## config.mk

```make
export PLATFORM = sky130hd
export DESIGN_NAME = joystick_deadzone_direction_keys_flat
export DESIGN_NICKNAME = d
export VERILOG_FILES = /design/src/design/jdk_pkg.sv /design/src/design/jdk_if.sv /design/src/design/jdk_event_gen.sv /design/src/design/joystick_deadzone_direction_keys.sv /design/src/flat_wrapper.sv
export VERILOG_INCLUDE_DIRS = /design/src /design/src/design
export SDC_FILE = /design/constraint.sdc
export NUM_CORES = 1
export LEC_CHECK = 0
export ABC_CLOCK_PERIOD_IN_PS = 12600
export BUFFER_PORTS_ARGS = -buffer_cell sky130_fd_sc_hd__clkbuf_2
export CAP_MARGIN = 20
export CORE_ASPECT_RATIO = 1.5
export CORE_MARGIN = 4
export CORE_UTILIZATION = 40
export DETAILED_ROUTE_END_ITERATION = 8
export GPL_ROUTABILITY_DRIVEN = 0
export GPL_TIMING_DRIVEN = 0
export PLACE_DENSITY_LB_ADDON = 0.12
export SYNTH_ARGS = -nofsm -noshare
export SYNTH_HDL_FRONTEND = slang
export SYNTH_SLANG_ARGS = --single-unit
```

## constraint.sdc

```tcl
create_clock -name clock -period 12.6 [get_ports clock]
set_input_delay 1.89 -clock clock [delete_from_list [all_inputs] [get_ports clock]]
set_output_delay 1.89 -clock clock [all_outputs]
set_load 0.005 [all_outputs]
```

## src/design/joystick_deadzone_direction_keys_macros.svh

```systemverilog
// ----------------------------------------------------------------------------
// Joystick direction keys assertion macros
// Shared concurrent assertion forms for the joystick direction key block.
// ----------------------------------------------------------------------------
`ifndef JOYSTICK_DEADZONE_DIRECTION_KEYS_MACROS_SVH
`define JOYSTICK_DEADZONE_DIRECTION_KEYS_MACROS_SVH

// same-cycle implication
`define JDK_ASSERT_IMP(lbl, clk, rst, ante, cons) \
   lbl: assert property (@(posedge clk) disable iff (rst) (ante) |-> (cons)) \
      else $error("same-cycle check failed");

// next-cycle implication
`define JDK_ASSERT_NXT(lbl, clk, rst, ante, cons) \
   lbl: assert property (@(posedge clk) disable iff (rst) (ante) |=> (cons)) \
      else $error("next-cycle check failed");

`endif

```

## src/design/jdk_pkg.sv

```systemverilog
// ----------------------------------------------------------------------------
// Joystick direction keys package
// Codes, transaction types and small helper functions for the block.
// ----------------------------------------------------------------------------
package jdk_pkg;

   typedef enum logic [1:0] {
      CSR_RADIUS    = 2'd0,
      CSR_THRESHOLD = 2'd1,
      CSR_ORIENT    = 2'd2,
      CSR_MODE      = 2'd3
   } csr_index_type;

   localparam logic [1:0] KIND_ANALOG  = 2'd0;
   localparam logic [1:0] KIND_PRESS   = 2'd1;
   localparam logic [1:0] KIND_RELEASE = 2'd2;
   localparam logic [1:0] KIND_NONE    = 2'd3;

   localparam logic [1:0] KEY_UP    = 2'd0;
   localparam logic [1:0] KEY_LEFT  = 2'd1;
   localparam logic [1:0] KEY_DOWN  = 2'd2;
   localparam logic [1:0] KEY_RIGHT = 2'd3;

   localparam logic [1:0] ORIENT_UP    = 2'd0;
   localparam logic [1:0] ORIENT_LEFT  = 2'd1;
   localparam logic [1:0] ORIENT_DOWN  = 2'd2;
   localparam logic [1:0] ORIENT_RIGHT = 2'd3;

   localparam logic [1:0] MODE_ANALOG = 2'd0;
   localparam logic [1:0] MODE_LETTER = 2'd1;
   localparam logic [1:0] MODE_ARROW  = 2'd2;

   localparam logic [6:0] RADIUS_RESET    = 7'd0;
   localparam logic [6:0] THRESHOLD_RESET = 7'd64;
   localparam logic [1:0] ORIENT_RESET    = ORIENT_UP;
   localparam logic [1:0] MODE_RESET      = MODE_ARROW;

   localparam int MAX_EVENTS = 4;

   typedef enum logic [1:0] {
      LVL_NEUTRAL = 2'd0,
      LVL_POS     = 2'd1,
      LVL_NEG     = 2'd2
   } level_type;

   typedef struct packed {
      logic [6:0] radius;
      logic [6:0] threshold;
      logic [1:0] orient;
      logic [1:0] mode;
   } cfg_type;

   typedef struct packed {
      logic [1:0]        kind;
      logic [1:0]        key;
      logic              key_set;
      logic signed [7:0] axis_x;
      logic signed [7:0] axis_y;
   } event_type;

   typedef struct packed {
      logic [2:0]                       count;
      event_type [MAX_EVENTS-1:0]       evs;
      level_type                        v_level;
      level_type                        h_level;
   } batch_type;

   function automatic logic signed [7:0] neg_sat(input logic signed [7:0] v);
      return (v == 8'sh80) ? 8'sh7F : (8'sd0 - v);
   endfunction

   function automatic level_type classify(input logic signed [7:0] v,
                                          input logic [6:0] thr);
      logic signed [8:0] v9;
      logic signed [8:0] t9;
      v9 = {v[7], v};
      t9 = {2'b00, thr};
      if (v9 > t9) return LVL_POS;
      if (v9 < -t9) return LVL_NEG;
      return LVL_NEUTRAL;
   endfunction

endpackage

```

## src/design/jdk_if.sv

```systemverilog
// ----------------------------------------------------------------------------
// Joystick direction keys channels
// Valid/ready channels for sample transactions and result transactions.
// ----------------------------------------------------------------------------
interface jdk_req_if;
   logic              valid;
   logic              ready;
   logic signed [7:0] x_sample;
   logic signed [7:0] y_sample;

   modport source (output valid, output x_sample, output y_sample, input ready);
   modport sink (input valid, input x_sample, input y_sample, output ready);
endinterface

interface jdk_rsp_if;
   logic              valid;
   logic              ready;
   logic [1:0]        kind;
   logic [1:0]        key;
   logic              key_set;
   logic signed [7:0] axis_x;
   logic signed [7:0] axis_y;
   logic              last;

   modport source (output valid, output kind, output key, output key_set,
                   output axis_x, output axis_y, output last, input ready);
   modport sink (input valid, input kind, input key, input key_set,
                 input axis_x, input axis_y, input last, output ready);
endinterface

```

## src/design/jdk_event_gen.sv

```systemverilog
// ----------------------------------------------------------------------------
// Joystick direction keys event generator
// Deadzone, rotation, axis classification and key or analog event list for one sample.
// ----------------------------------------------------------------------------
module jdk_event_gen import jdk_pkg::*; (
   input  logic signed [7:0] x_sample,
   input  logic signed [7:0] y_sample,
   input  cfg_type           cfg,
   input  level_type         v_level,
   input  level_type         h_level,
   output batch_type         batch
);

   logic signed [15:0] xe;
   logic signed [15:0] ye;
   logic signed [15:0] xsq;
   logic signed [15:0] ysq;
   logic        [15:0] r16;
   logic        [15:0] rsq;
   logic        [16:0] mag;
   logic               in_zone;
   logic signed [7:0]  dx;
   logic signed [7:0]  dy;
   logic signed [7:0]  rx;
   logic signed [7:0]  ry;
   level_type          vc;
   level_type          hc;
   logic               kset;

   assign xe      = {{8{x_sample[7]}}, x_sample};
   assign ye      = {{8{y_sample[7]}}, y_sample};
   assign xsq     = xe * xe;
   assign ysq     = ye * ye;
   assign r16     = {9'd0, cfg.radius};
   assign rsq     = r16 * r16;
   assign mag     = {1'b0, xsq} + {1'b0, ysq};
   assign in_zone = mag < {1'b0, rsq};
   assign dx      = in_zone ? 8'sd0 : x_sample;
   assign dy      = in_zone ? 8'sd0 : y_sample;
   assign kset    = (cfg.mode == MODE_ARROW);

   always_comb begin
      case (cfg.orient)
         ORIENT_LEFT: begin
            rx = neg_sat(dy);
            ry = dx;
         end
         ORIENT_DOWN: begin
            rx = neg_sat(dx);
            ry = neg_sat(dy);
         end
         ORIENT_RIGHT: begin
            rx = dy;
            ry = neg_sat(dx);
         end
         default: begin
            rx = dx;
            ry = dy;
         end
      endcase
   end

   assign vc = classify(ry, cfg.threshold);
   assign hc = classify(rx, cfg.threshold);

   always_comb begin
      logic [2:0] n;
      n       = 3'd0;
      batch   = '0;
      batch.v_level = v_level;
      batch.h_level = h_level;
      if (cfg.mode == MODE_ANALOG) begin
         batch.evs[0] = '{kind: KIND_ANALOG, key: KEY_UP, key_set: 1'b0,
                          axis_x: rx, axis_y: ry};
         n = 3'd1;
      end else if (cfg.mode == MODE_LETTER || cfg.mode == MODE_ARROW) begin
         if (v_level != vc) begin
            if (v_level != LVL_NEUTRAL) begin
               batch.evs[n[1:0]] = '{kind: KIND_RELEASE,
                                     key: (v_level == LVL_POS) ? KEY_UP : KEY_DOWN,
                                     key_set: kset, axis_x: 8'sd0, axis_y: 8'sd0};
               n = n + 3'd1;
            end
            if (vc != LVL_NEUTRAL) begin
               batch.evs[n[1:0]] = '{kind: KIND_PRESS,
                                     key: (vc == LVL_POS) ? KEY_UP : KEY_DOWN,
                                     key_set: kset, axis_x: 8'sd0, axis_y: 8'sd0};
               n = n + 3'd1;
            end
         end
         if (h_level != hc) begin
            if (h_level != LVL_NEUTRAL) begin
               batch.evs[n[1:0]] = '{kind: KIND_RELEASE,
                                     key: (h_level == LVL_POS) ? KEY_RIGHT : KEY_LEFT,
                                     key_set: kset, axis_x: 8'sd0, axis_y: 8'sd0};
               n = n + 3'd1;
            end
            if (hc != LVL_NEUTRAL) begin
               batch.evs[n[1:0]] = '{kind: KIND_PRESS,
                                     key: (hc == LVL_POS) ? KEY_RIGHT : KEY_LEFT,
                                     key_set: kset, axis_x: 8'sd0, axis_y: 8'sd0};
               n = n + 3'd1;
            end
         end
         if (n == 3'd0) begin
            batch.evs[0] = '{kind: KIND_NONE, key: KEY_UP, key_set: kset,
                             axis_x: 8'sd0, axis_y: 8'sd0};
            n = 3'd1;
         end
         batch.v_level = vc;
         batch.h_level = hc;
      end else begin
         batch.evs[0] = '{kind: KIND_NONE, key: KEY_UP, key_set: 1'b0,
                          axis_x: 8'sd0, axis_y: 8'sd0};
         n = 3'd1;
      end
      batch.count = n;
   end

endmodule

```

## src/design/joystick_deadzone_direction_keys.sv

```systemverilog
// ----------------------------------------------------------------------------
// Joystick deadzone direction keys
// Radial deadzone, mounting rotation and direction key events per sample.
// ----------------------------------------------------------------------------
// A sample is registered on acceptance and expanded into its list of result
// transactions; the list enters the result buffer once that is empty or
// drains, and is sent one transaction per cycle while the receiver is ready,
// the final one flagged by last. Samples that yield one result (analog
// report or no action) stream at one per cycle while the receiver is ready;
// a sample that yields n key events (n up to 4) holds the single result port
// until all n are taken. The input register takes one further sample while
// the buffer drains and holds it until the last buffered result is taken.
`include "joystick_deadzone_direction_keys_macros.svh"

module joystick_deadzone_direction_keys import jdk_pkg::*; (
   input  logic              clock,
   input  logic              reset,
   jdk_req_if.sink           req_chan,
   jdk_rsp_if.source         rsp_chan,
   input  logic              csr_psel,
   input  logic              csr_penable,
   input  logic              csr_pwrite,
   input  logic [3:0]        csr_paddr,
   input  logic [31:0]       csr_pwdata,
   output logic [31:0]       csr_prdata,
   output logic              csr_pready
);

   cfg_type           cfg_ff;
   logic              in_valid_ff;
   logic              in_valid_in;
   logic signed [7:0] x_ff;
   logic signed [7:0] y_ff;
   logic              buf_valid_ff;
   logic              buf_valid_in;
   batch_type         batch_ff;
   logic [1:0]        idx_ff;
   logic [1:0]        idx_in;
   level_type         v_level_ff;
   level_type         h_level_ff;
   batch_type         batch_next;
   csr_index_type     csr_sel;
   logic              csr_write;
   logic              req_fire;
   logic              rsp_fire;
   logic              rsp_is_last;
   logic              drain;
   logic              load;
   event_type         cur_ev;

   // configuration registers
   assign csr_pready = 1'b1;
   assign csr_sel    = csr_index_type'(csr_paddr[3:2]);
   assign csr_write  = csr_psel && csr_penable && csr_pwrite;

   always_ff @(posedge clock) begin
      if (reset) begin
         cfg_ff.radius    <= RADIUS_RESET;
         cfg_ff.threshold <= THRESHOLD_RESET;
         cfg_ff.orient    <= ORIENT_RESET;
         cfg_ff.mode      <= MODE_RESET;
      end else if (csr_write) begin
         unique case (csr_sel)
            CSR_RADIUS:    cfg_ff.radius    <= csr_pwdata[6:0];
            CSR_THRESHOLD: cfg_ff.threshold <= csr_pwdata[6:0];
            CSR_ORIENT:    cfg_ff.orient    <= csr_pwdata[1:0];
            CSR_MODE:      cfg_ff.mode      <= csr_pwdata[1:0];
            default:       cfg_ff           <= cfg_ff;
         endcase
      end
   end

   always_comb begin
      unique case (csr_sel)
         CSR_RADIUS:    csr_prdata = {25'd0, cfg_ff.radius};
         CSR_THRESHOLD: csr_prdata = {25'd0, cfg_ff.threshold};
         CSR_ORIENT:    csr_prdata = {30'd0, cfg_ff.orient};
         CSR_MODE:      csr_prdata = {30'd0, cfg_ff.mode};
         default:       csr_prdata = 32'd0;
      endcase
   end

   // handshake control
   assign req_fire    = req_chan.valid && req_chan.ready;
   assign rsp_fire    = buf_valid_ff && rsp_chan.ready;
   assign rsp_is_last = ({1'b0, idx_ff} == (batch_ff.count - 3'd1));
   assign drain       = rsp_fire && rsp_is_last;
   assign load        = in_valid_ff && (!buf_valid_ff || drain);
   assign req_chan.ready = !in_valid_ff || load;

   assign in_valid_in  = req_fire ? 1'b1 : (load ? 1'b0 : in_valid_ff);
   assign buf_valid_in = load ? 1'b1 : (drain ? 1'b0 : buf_valid_ff);
   assign idx_in       = load ? 2'd0 : (rsp_fire ? idx_ff + 2'd1 : idx_ff);

   always_ff @(posedge clock) begin
      if (reset) begin
         in_valid_ff  <= 1'b0;
         buf_valid_ff <= 1'b0;
         idx_ff       <= 2'd0;
         v_level_ff   <= LVL_NEUTRAL;
         h_level_ff   <= LVL_NEUTRAL;
      end else begin
         in_valid_ff  <= in_valid_in;
         buf_valid_ff <= buf_valid_in;
         idx_ff       <= idx_in;
         if (load) begin
            v_level_ff <= batch_next.v_level;
            h_level_ff <= batch_next.h_level;
         end
      end
   end

   // sample and result payload
   always_ff @(posedge clock) begin
      if (req_fire) begin
         x_ff <= req_chan.x_sample;
         y_ff <= req_chan.y_sample;
      end
      if (load) begin
         batch_ff <= batch_next;
      end
   end

   jdk_event_gen u_event_gen (
      .x_sample (x_ff),
      .y_sample (y_ff),
      .cfg      (cfg_ff),
      .v_level  (v_level_ff),
      .h_level  (h_level_ff),
      .batch    (batch_next)
   );

   assign cur_ev            = batch_ff.evs[idx_ff];
   assign rsp_chan.valid    = buf_valid_ff;
   assign rsp_chan.kind     = cur_ev.kind;
   assign rsp_chan.key      = cur_ev.key;
   assign rsp_chan.key_set  = cur_ev.key_set;
   assign rsp_chan.axis_x   = cur_ev.axis_x;
   assign rsp_chan.axis_y   = cur_ev.axis_y;
   assign rsp_chan.last     = rsp_is_last;

   `JDK_ASSERT_IMP(a_buf_index, clock, reset, buf_valid_ff,
                   batch_ff.count != 3'd0 && {1'b0, idx_ff} < batch_ff.count)
   `JDK_ASSERT_IMP(a_load_free, clock, reset, load, !buf_valid_ff || drain)
   `JDK_ASSERT_NXT(a_level_hold, clock, reset, !load,
                   $stable(v_level_ff) && $stable(h_level_ff))
   `JDK_ASSERT_NXT(a_sample_hold, clock, reset, in_valid_ff && !load, in_valid_ff)

endmodule
```

## src/flat_wrapper.sv

```systemverilog
// flat-port wrapper written by rule: the top's interface ports become plain ports
module joystick_deadzone_direction_keys_flat import jdk_pkg::*;
  (clock, reset, csr_psel, csr_penable, csr_pwrite, csr_paddr, csr_pwdata, csr_prdata, csr_pready, req_chan_valid, req_chan_x_sample, req_chan_y_sample, req_chan_ready, rsp_chan_valid, rsp_chan_kind, rsp_chan_key, rsp_chan_key_set, rsp_chan_axis_x, rsp_chan_axis_y, rsp_chan_last, rsp_chan_ready);
  jdk_req_if req_chan_i ();
  jdk_rsp_if rsp_chan_i ();
  input  logic clock;
  input  logic reset;
  input  logic csr_psel;
  input  logic csr_penable;
  input  logic csr_pwrite;
  input  logic [3:0] csr_paddr;
  input  logic [31:0] csr_pwdata;
  output logic [31:0] csr_prdata;
  output logic csr_pready;
  input wire logic [$bits(req_chan_i.valid)-1:0] req_chan_valid;
  input wire logic [$bits(req_chan_i.x_sample)-1:0] req_chan_x_sample;
  input wire logic [$bits(req_chan_i.y_sample)-1:0] req_chan_y_sample;
  output wire logic [$bits(req_chan_i.ready)-1:0] req_chan_ready;
  output wire logic [$bits(rsp_chan_i.valid)-1:0] rsp_chan_valid;
  output wire logic [$bits(rsp_chan_i.kind)-1:0] rsp_chan_kind;
  output wire logic [$bits(rsp_chan_i.key)-1:0] rsp_chan_key;
  output wire logic [$bits(rsp_chan_i.key_set)-1:0] rsp_chan_key_set;
  output wire logic [$bits(rsp_chan_i.axis_x)-1:0] rsp_chan_axis_x;
  output wire logic [$bits(rsp_chan_i.axis_y)-1:0] rsp_chan_axis_y;
  output wire logic [$bits(rsp_chan_i.last)-1:0] rsp_chan_last;
  input wire logic [$bits(rsp_chan_i.ready)-1:0] rsp_chan_ready;
  assign req_chan_i.valid = req_chan_valid;
  assign req_chan_i.x_sample = req_chan_x_sample;
  assign req_chan_i.y_sample = req_chan_y_sample;
  assign req_chan_ready = req_chan_i.ready;
  assign rsp_chan_valid = rsp_chan_i.valid;
  assign rsp_chan_kind = rsp_chan_i.kind;
  assign rsp_chan_key = rsp_chan_i.key;
  assign rsp_chan_key_set = rsp_chan_i.key_set;
  assign rsp_chan_axis_x = rsp_chan_i.axis_x;
  assign rsp_chan_axis_y = rsp_chan_i.axis_y;
  assign rsp_chan_last = rsp_chan_i.last;
  assign rsp_chan_i.ready = rsp_chan_ready;
  joystick_deadzone_direction_keys u_core (.clock(clock), .reset(reset), .req_chan(req_chan_i), .rsp_chan(rsp_chan_i), .csr_psel(csr_psel), .csr_penable(csr_penable), .csr_pwrite(csr_pwrite), .csr_paddr(csr_paddr), .csr_pwdata(csr_pwdata), .csr_prdata(csr_prdata), .csr_pready(csr_pready));
endmodule
```

## Yosys cells after proc, flatten, opt, wreduce, memory -nomap -nowiden

Cells that the tools add are included.

- Input bits: 59
- Flip-flop bits (word level): 129

- Equal/unequal tests: 17
- Add/subtract/negate cells: 9
- $lt $le $gt $ge: 12
- Bitwise logic cells: 2
- Multiply operators: 3
- Reduce and logical (&&, ||, !) cells: 31
- Multiplexer cells: 73

Operators with widths:

| operator | number |
|---|---|
| 2-to-1 mux 84 bit | 10 |
| bitwise mux 84 bit | 3 |
| 2-to-1 mux 21 bit | 10 |
| case mux 32 bit (4 select lines) | 1 |
| demux 21 bit (select 2 bit) | 3 |
| case mux 8 bit (3 select lines) | 2 |
| 2-to-1 mux 3 bit | 15 |
| binary-select mux 21 bit (select 2 bit) | 1 |
| multiplier 8 x 8 -> 16 bit | 2 |
| 2-to-1 mux 8 bit | 4 |
| 2-to-1 mux 2 bit | 12 |
| less-than comparator 8 x 9 -> 1 bit | 2 |
| adder 16 x 16 -> 17 bit | 1 |
| less-than comparator 17 x 14 -> 1 bit | 1 |
| == test 8 bit, second input constant | 2 |
| greater-than comparator 8 bit | 2 |
| 2-to-1 mux 16 bit | 1 |
| subtractor 1 x 8 -> 8 bit, first input constant | 2 |
| == test 2 x 1 -> 1 bit, second input constant | 7 |
| multiplier 7 x 7 -> 14 bit | 1 |
| less-than comparator 2 x 3 -> 1 bit, second input constant | 4 |
| nonzero test 2 bit | 6 |
| 2-to-1 mux 1 bit | 11 |
| == test 2 bit, second input constant | 5 |
| 17 further kinds | 39 |

## Logic depth before layout (Yosys ltp)

- Depth in word-level cells: 36
- Depth in mapped cells: 69
- Mapped depth without buffers: 63

## By module

From an unflattened synthesis, not the netlist that was laid out.

- Cell total of the unflattened synthesis: 1,559
- Area, all modules: 14,818.0 um2

By module, submodules not included:

| module | cells an instance | times used | area an instance (um2) | seq. area each (um2) |
|---|---|---|---|---|
| jdk_event_gen | 1,247 | 1 | 9,728.1 | 0.0 |
| joystick_deadzone_direction_keys | 312 | 1 | 5,089.9 | 3,613.5 |

## Least setup slack after synthesis

OpenSTA, ideal clock, no wires.

- Path kind: register -> register
- Start: reg u_core.y_ff[7]
- End: reg u_core.batch_ff[90] (netlist name), data pin
- Stages on the path, launching flop included: 62
- Setup time: 0.280 ns
- Period minus slack after synthesis: 12.889 ns
- Setup slack: -0.289 ns
- Required time: 12.320 ns
- Data arrival time: 12.610 ns
- Path buffers: 4
- Cells stage by stage: edfxtp_1 clkbuf_1 inv_1 clkbuf_1 nor2_1 fa_1 fa_1 fa_1 inv_1 fa_1 inv_1 ha_1 nor2b_1 o21ai_0 nand3_1 nor2b_1 ha_1 nand3_1 [26 not listed] nor3_1 nor2_1 o31a_1 nor3b_1 o21ai_2 o211a_1 and2_1 ha_1 nor2_1 a21o_1 ha_1 inv_1 ha_1 a211o_1 o31ai_1 mux2_4 a21oi_2 nor3b_2

- Cells in the longest elaborated chain, start to end: 29
- Elaborated cells on any way between the ends: 49
- Classes of those cells: add/sub: 5; mul: 1; order compare: 5; eq/ne: 4; mux: 30; reduce/logical: 4

RTL lines:

| what | line | text |
|---|---|---|
| start, declared | joystick_deadzone_direction_keys.sv:33 | `logic signed [7:0] y_ff;` |
| start signal, assigned | joystick_deadzone_direction_keys.sv:117 | `y_ff <= req_chan.y_sample;` |
| multiplier 8 x 8 -> 16 bit | jdk_event_gen.sv:33 | `assign ysq = ye * ye;` |
| adder 16 x 16 -> 17 bit | jdk_event_gen.sv:36 | `assign mag = {1'b0, xsq} + {1'b0, ysq};` |
| less-than comparator 17 x 14 -> 1 bit | jdk_event_gen.sv:37 | `assign in_zone = mag < {1'b0, rsq};` |
| 2-to-1 mux 8 bit (on tied branches) | jdk_event_gen.sv:38, jdk_event_gen.sv:39 |  |
| subtractor 1 x 8 -> 8 bit / == test 8 bit (equally long branches) | jdk_pkg.sv:69 | `return (v == 8'sh80) ? 8'sh7F : (8'sd0 - v);` |
| 2-to-1 mux 8 bit | jdk_pkg.sv:69 |  |
| case mux 8 bit (3 select lines) * | jdk_event_gen.sv:43 | `case (cfg.orient)` |
| net u_core.u_event_gen.ry[2] | jdk_event_gen.sv:25 | `logic signed [7:0] ry;` |
| [14 not listed] | - |  |
| 2-to-1 mux 3 bit | jdk_event_gen.sv:72 | `if (cfg.mode == MODE_ANALOG) begin` |
| adder 3 x 1 -> 3 bit | jdk_event_gen.sv:102 | `n = n + 3'd1;` |
| 2-to-1 mux 3 bit | jdk_event_gen.sv:98 | `if (hc != LVL_NEUTRAL) begin` |
| 2-to-1 mux 3 bit * | jdk_event_gen.sv:91 | `if (h_level != hc) begin` |
| 2-to-1 mux 3 bit * | jdk_event_gen.sv:76 | `end else if (cfg.mode == MODE_LETTER \|\| cfg.mode == MODE_ARROW) begin` |
| 2-to-1 mux 3 bit * | jdk_event_gen.sv:72 |  |
| zero test 3 bit | jdk_event_gen.sv:105 | `if (n == 3'd0) begin` |
| OR reduction 3 bit (no line) | - |  |
| end signal, assigned | joystick_deadzone_direction_keys.sv:120 | `batch_ff <= batch_next;` |
| end, declared | joystick_deadzone_direction_keys.sv:36 | `batch_type batch_ff;` |

Mark *: on every way through the listed nets, which the timed path passes. The rest lies on a longest branch. The select of a mux whose other input is x is not followed.
A chain may end at the register's enable or synchronous reset.

## Worst setup path in the final report

- Start: reg u_core.y_ff[0]
- End: reg u_core.batch_ff[90] (netlist name), data pin

Same word-level chain as after synthesis.

==> key figures <==
STA
  – Final worst clock skew: 0.0154 ns
  – # setup viols final: 0
  – Hold WS: 0.519 ns
  – Setup TNS Final: 0 ns
  – Setup ws final: 0.434 ns
  – Final hold viol count: 0
  – Final max-slew violation count: 0
  – Fmax: 82.2 MHz
  – Fin crit share: 96.6%
  – Max_slew headroom: 31.2%
  – Min Tclk post-route: 12.17 ns
  – Worst slew pin tran: 1.03 ns

Critical path
  – CP max stage cell: fa_1
  – CP Depth: 62
  – Largest delay share family, worst path: compound AO/OA/AOI/OAI gates
  – Reg2reg end: u_core.batch_ff[90]$_SDFFCE_PP0P_
  – Critical path arrival: 12.37 ns
  – Max incr delay on CP: 0.54 ns
  – Worst r2r path cells: 62
  – Crit Path Category: flip-flop to flip-flop
  – Req. time, crit path: 12.80 ns
  – Startpoint types: flip-flop
  – Worst Path Max Fanout: 8
  – Worst setup EP type: flip-flop
  – RR Startpoint: u_core.y_ff[0]$_DFFE_PP_
  – FF-to-FF setup slack: 0.43 ns
  – CP bufs+invs: 9

Logic synthesis
  – Post-synth top cells: inv_1 (216), ha_1 (150), nor2_1 (133)
  – Avg Inst Size Synth: 8.63 um2
  – Area contributors post-synth: fa_1 (17%), ha_1 (15%), edfxtp_1 (14%), inv_1 (6.6%), xnor2_1 (4.4%)
  – Post-synth EDFFs: 55
  – Post-synth cell types: 79
  – Synthesized instance count: 1414
  – Flops & latches, synth: 81
  – Yosys top cell area share: 16.9%
  – Mapped Area: 12200 um2
  – Cell accounting for the most synthesized area: fa_1
  – Seq/Total Area, Yosys: 17.8%
  – Post-synth ARST share: 0%
  – Most common cell in the synthesized netlist: inv_1
  – Post-synth top flop: edfxtp_1
  – Yosys warns: 0

Global route
  – Vias in the first global route: 10100
  – Remaining global-route overflow: 0
  – Initial antenna violation count: 0
  – Largest net degree at the start of global routing: 36
  – Met3 usage: 2.21%
  – GRT Total Usage: 19.6%
  – First-pass GRT wire length: 51800 um
  – Met2 Track Usage GR: 38.2%
  – GR Util met1: 21.1%
  – GR peak layer: met2

Clocking
  – Cts bufs inserted: 9
  – Reg clk slew, reported paths: 0.08 ns
  – H-Tree Depth: 3
  – Max Root-Sink Buffers: 2
  – Hold_buf cts: 0
  – Clock latency at the later pin of the worst-skew pair: 0.36 ns
  – CTS tree: yes
  – Root Driver: clkbuf_16
  – Sink Count: 81

Route
  – Remaining DRCs: 0
  – Wirelength per Cell: 16.4 um
  – Number of vias per cell: 5.06
  – Post-detailed-route count of antenna-violating nets: 0
  – DR vias: 10100
  – Initial DRC Count: 383
  – Drt pass-1 iters: 4
  – Total Wirelength: 32800 um

Finish
  – Register area: 2170 um2
  – Filler cells: 2932
  – Layout Utilization: 49.0%
  – Final Net Count: 1905
  – Multi-input logic area: 9420 um2
  – Share of post-route cells with drive strength above 1: 21.3%
  – Inserted Diodes: 0
  – Area grow syn2layout: 21.0%

Run status
  – Status: finished, final reports clean

Die
  – Die Ht: 222 um
  – Die ar.: 33400 um2
  – Top Ports: 116
  – Die W: 151 um
  – Initial Util: 40.5%
  – Core box area: 30200 um2
  – Cell Rows: 78

Placed design
  – Pre-CTS setup slack: -2.57 ns
  – Placed wire-length estimate: 26700 um
  – Port Buf Inserts: 61

Worst hold path
  – Hold Crit Depth: 2
  – Min-Delay Endpoint: u_core.rsp_chan.valid$_SDFFE_PP0P_
  – Hold_sp: u_core.in_valid_ff$_SDFFE_PP0P_
  – Worst Hold Class: flip-flop to flip-flop

Flow run
  – Number of max-cap violations: 0
-- how the worst max path moves through the flow --
| stage | slack (ns) | from | to |
|---|---|---|---|
| 3_5_place_dp | -2.57 | u_core.y_ff[3]$_DFFE_PP_ | u_core.batch_ff[88]$_SDFFCE_PP1P_ |
| 6_report | 0.43 | u_core.y_ff[0]$_DFFE_PP_ | u_core.batch_ff[90]$_SDFFCE_PP0P_ |
| 2_1_floorplan | 0.04 | u_core.y_ff[7]$_DFFE_PP_ | u_core.batch_ff[90]$_SDFFCE_PP0P_ |
| 3_3_place_gp | -2.58 | u_core.x_ff[0]$_DFFE_PP_ | u_core.batch_ff[88]$_SDFFCE_PP1P_ |
| 4_1_cts | 0.05 | u_core.y_ff[2]$_DFFE_PP_ | u_core.batch_ff[90]$_SDFFCE_PP0P_ |
| 5_1_grt | -0.05 | u_core.y_ff[0]$_DFFE_PP_ | u_core.batch_ff[20]$_SDFFCE_PP0P_ |
-- logic make-up (layout without fill, tap and decap cells) --
kind of cell	count (synthesis)	count (layout)	synth area share, %
other	2	26	0.0615
AND/OR/NAND/NOR	431	431	17.5
adder cells (fa/ha/maj)	253	253	32.3
XOR/XNOR	70	70	5.02
AO/OA/AOI/OAI	238	238	13.2
buffers and inverters	299	459	10.1
flip-flops	81	81	17.8
multiplexers	40	40	4.10
-- routing by layer --
metal | vias up | share of wire, % | wire, um
met5 | - | 0 | 0
met4 | 0 | 3.8 | 1260
met3 | 55 | 3.4 | 1130
met2 | 195 | 55 | 18200
met1 | 4863 | 37 | 12300
li1 | 5002 | - | -
-- stage by stage --
stage / cell area (um2) / cells
final: 14800 / 1998
after CTS: 14100 / 1955
after detailed placement: 13200 / 1900
after floorplan: 12300 / 1438
after global routing: 14800 / 1998
after global placement: 13100 / 1899
-- placed cells by master (no fill, tap or decap), types with 5 or more instances in the layout --
master / netlist / final
conb_1: 2 / 26
nand2_1: 88 / 83
a31oi_1: 8 / 7
a211oi_1: 12 / 12
xnor2_1: 61 / 59
mux2_2: 6 / 6
o21a_1: 13 / 13
nand4_1: 5 / 5
inv_1: 216 / 207
nand2b_1: 16 / 16
a21oi_2: 1 / 13
a21oi_1: 80 / 67
buf_6: 0 / 10
nor2_2: 0 / 6
and3_1: 12 / 12
fa_1: 103 / 101
or3_1: 5 / 5
clkbuf_16: 0 / 10
nor2b_1: 23 / 17
nand3_1: 24 / 22
ha_4: 0 / 14
mux4_2: 7 / 7
nor3_1: 25 / 24
o21ai_0: 46 / 41
clkbuf_1: 49 / 25
o21bai_1: 8 / 8
edfxtp_1: 55 / 55
buf_8: 0 / 5
nor2_1: 133 / 123
and2_1: 73 / 70
clkbuf_2: 0 / 64
mux2i_1: 26 / 25
dfxtp_1: 26 / 26
ha_1: 150 / 134
a21o_1: 13 / 13
inv_2: 0 / 6
buf_4: 27 / 113
xor2_1: 9 / 9
-- state kept, by name, summed over array words and instances (netlist names) --
signal / count
u_core.batch_ff: 39
u_core.cfg_ff: 18
u_core.h_level_ff: 2
u_core.idx_ff: 2
u_core.in_valid_ff: 1
u_core.rsp_chan.valid: 1
u_core.v_level_ff: 2
u_core.x_ff: 8
u_core.y_ff: 8
-- layout make-up --
cell class,instances,share of cell area (%)
Multi-Input combinational cell,1058,63.8
Sequential cell,81,14.7
Timing Repair Buffer,149,6.80
Inverter,217,5.59
Buffer,77,3.64
Tap cell,400,3.39
Clock buffer,9,1.53
Clock inverter,7,0.551
-- worst register-to-register path, delay by kind of cell, from the launching register on --
| kind | cells | cell delay (ns) |
|---|---|---|
| adder cells (fa/ha/maj) | 12 | 3.62 |
| buffers and inverters | 9 | 0.97 |
| AO/OA/AOI/OAI | 24 | 3.82 |
| AND/OR/NAND/NOR | 14 | 2.42 |
| flip-flops | 1 | 0.52 |
| multiplexers | 1 | 0.32 |
| XOR/XNOR | 2 | 0.37 |
-- timing repair --
item	in CTS	in global routing
pin swaps	26	57
setup buffers	42	44
gates cloned	0	1
setup endpoints to repair	24	13
gates resized for setup	81	104
endpoints found under the hold margin	0	0
Power is not shown: default switching activity piles up to over one toggle a cycle in this logic, so the estimate is an artifact.
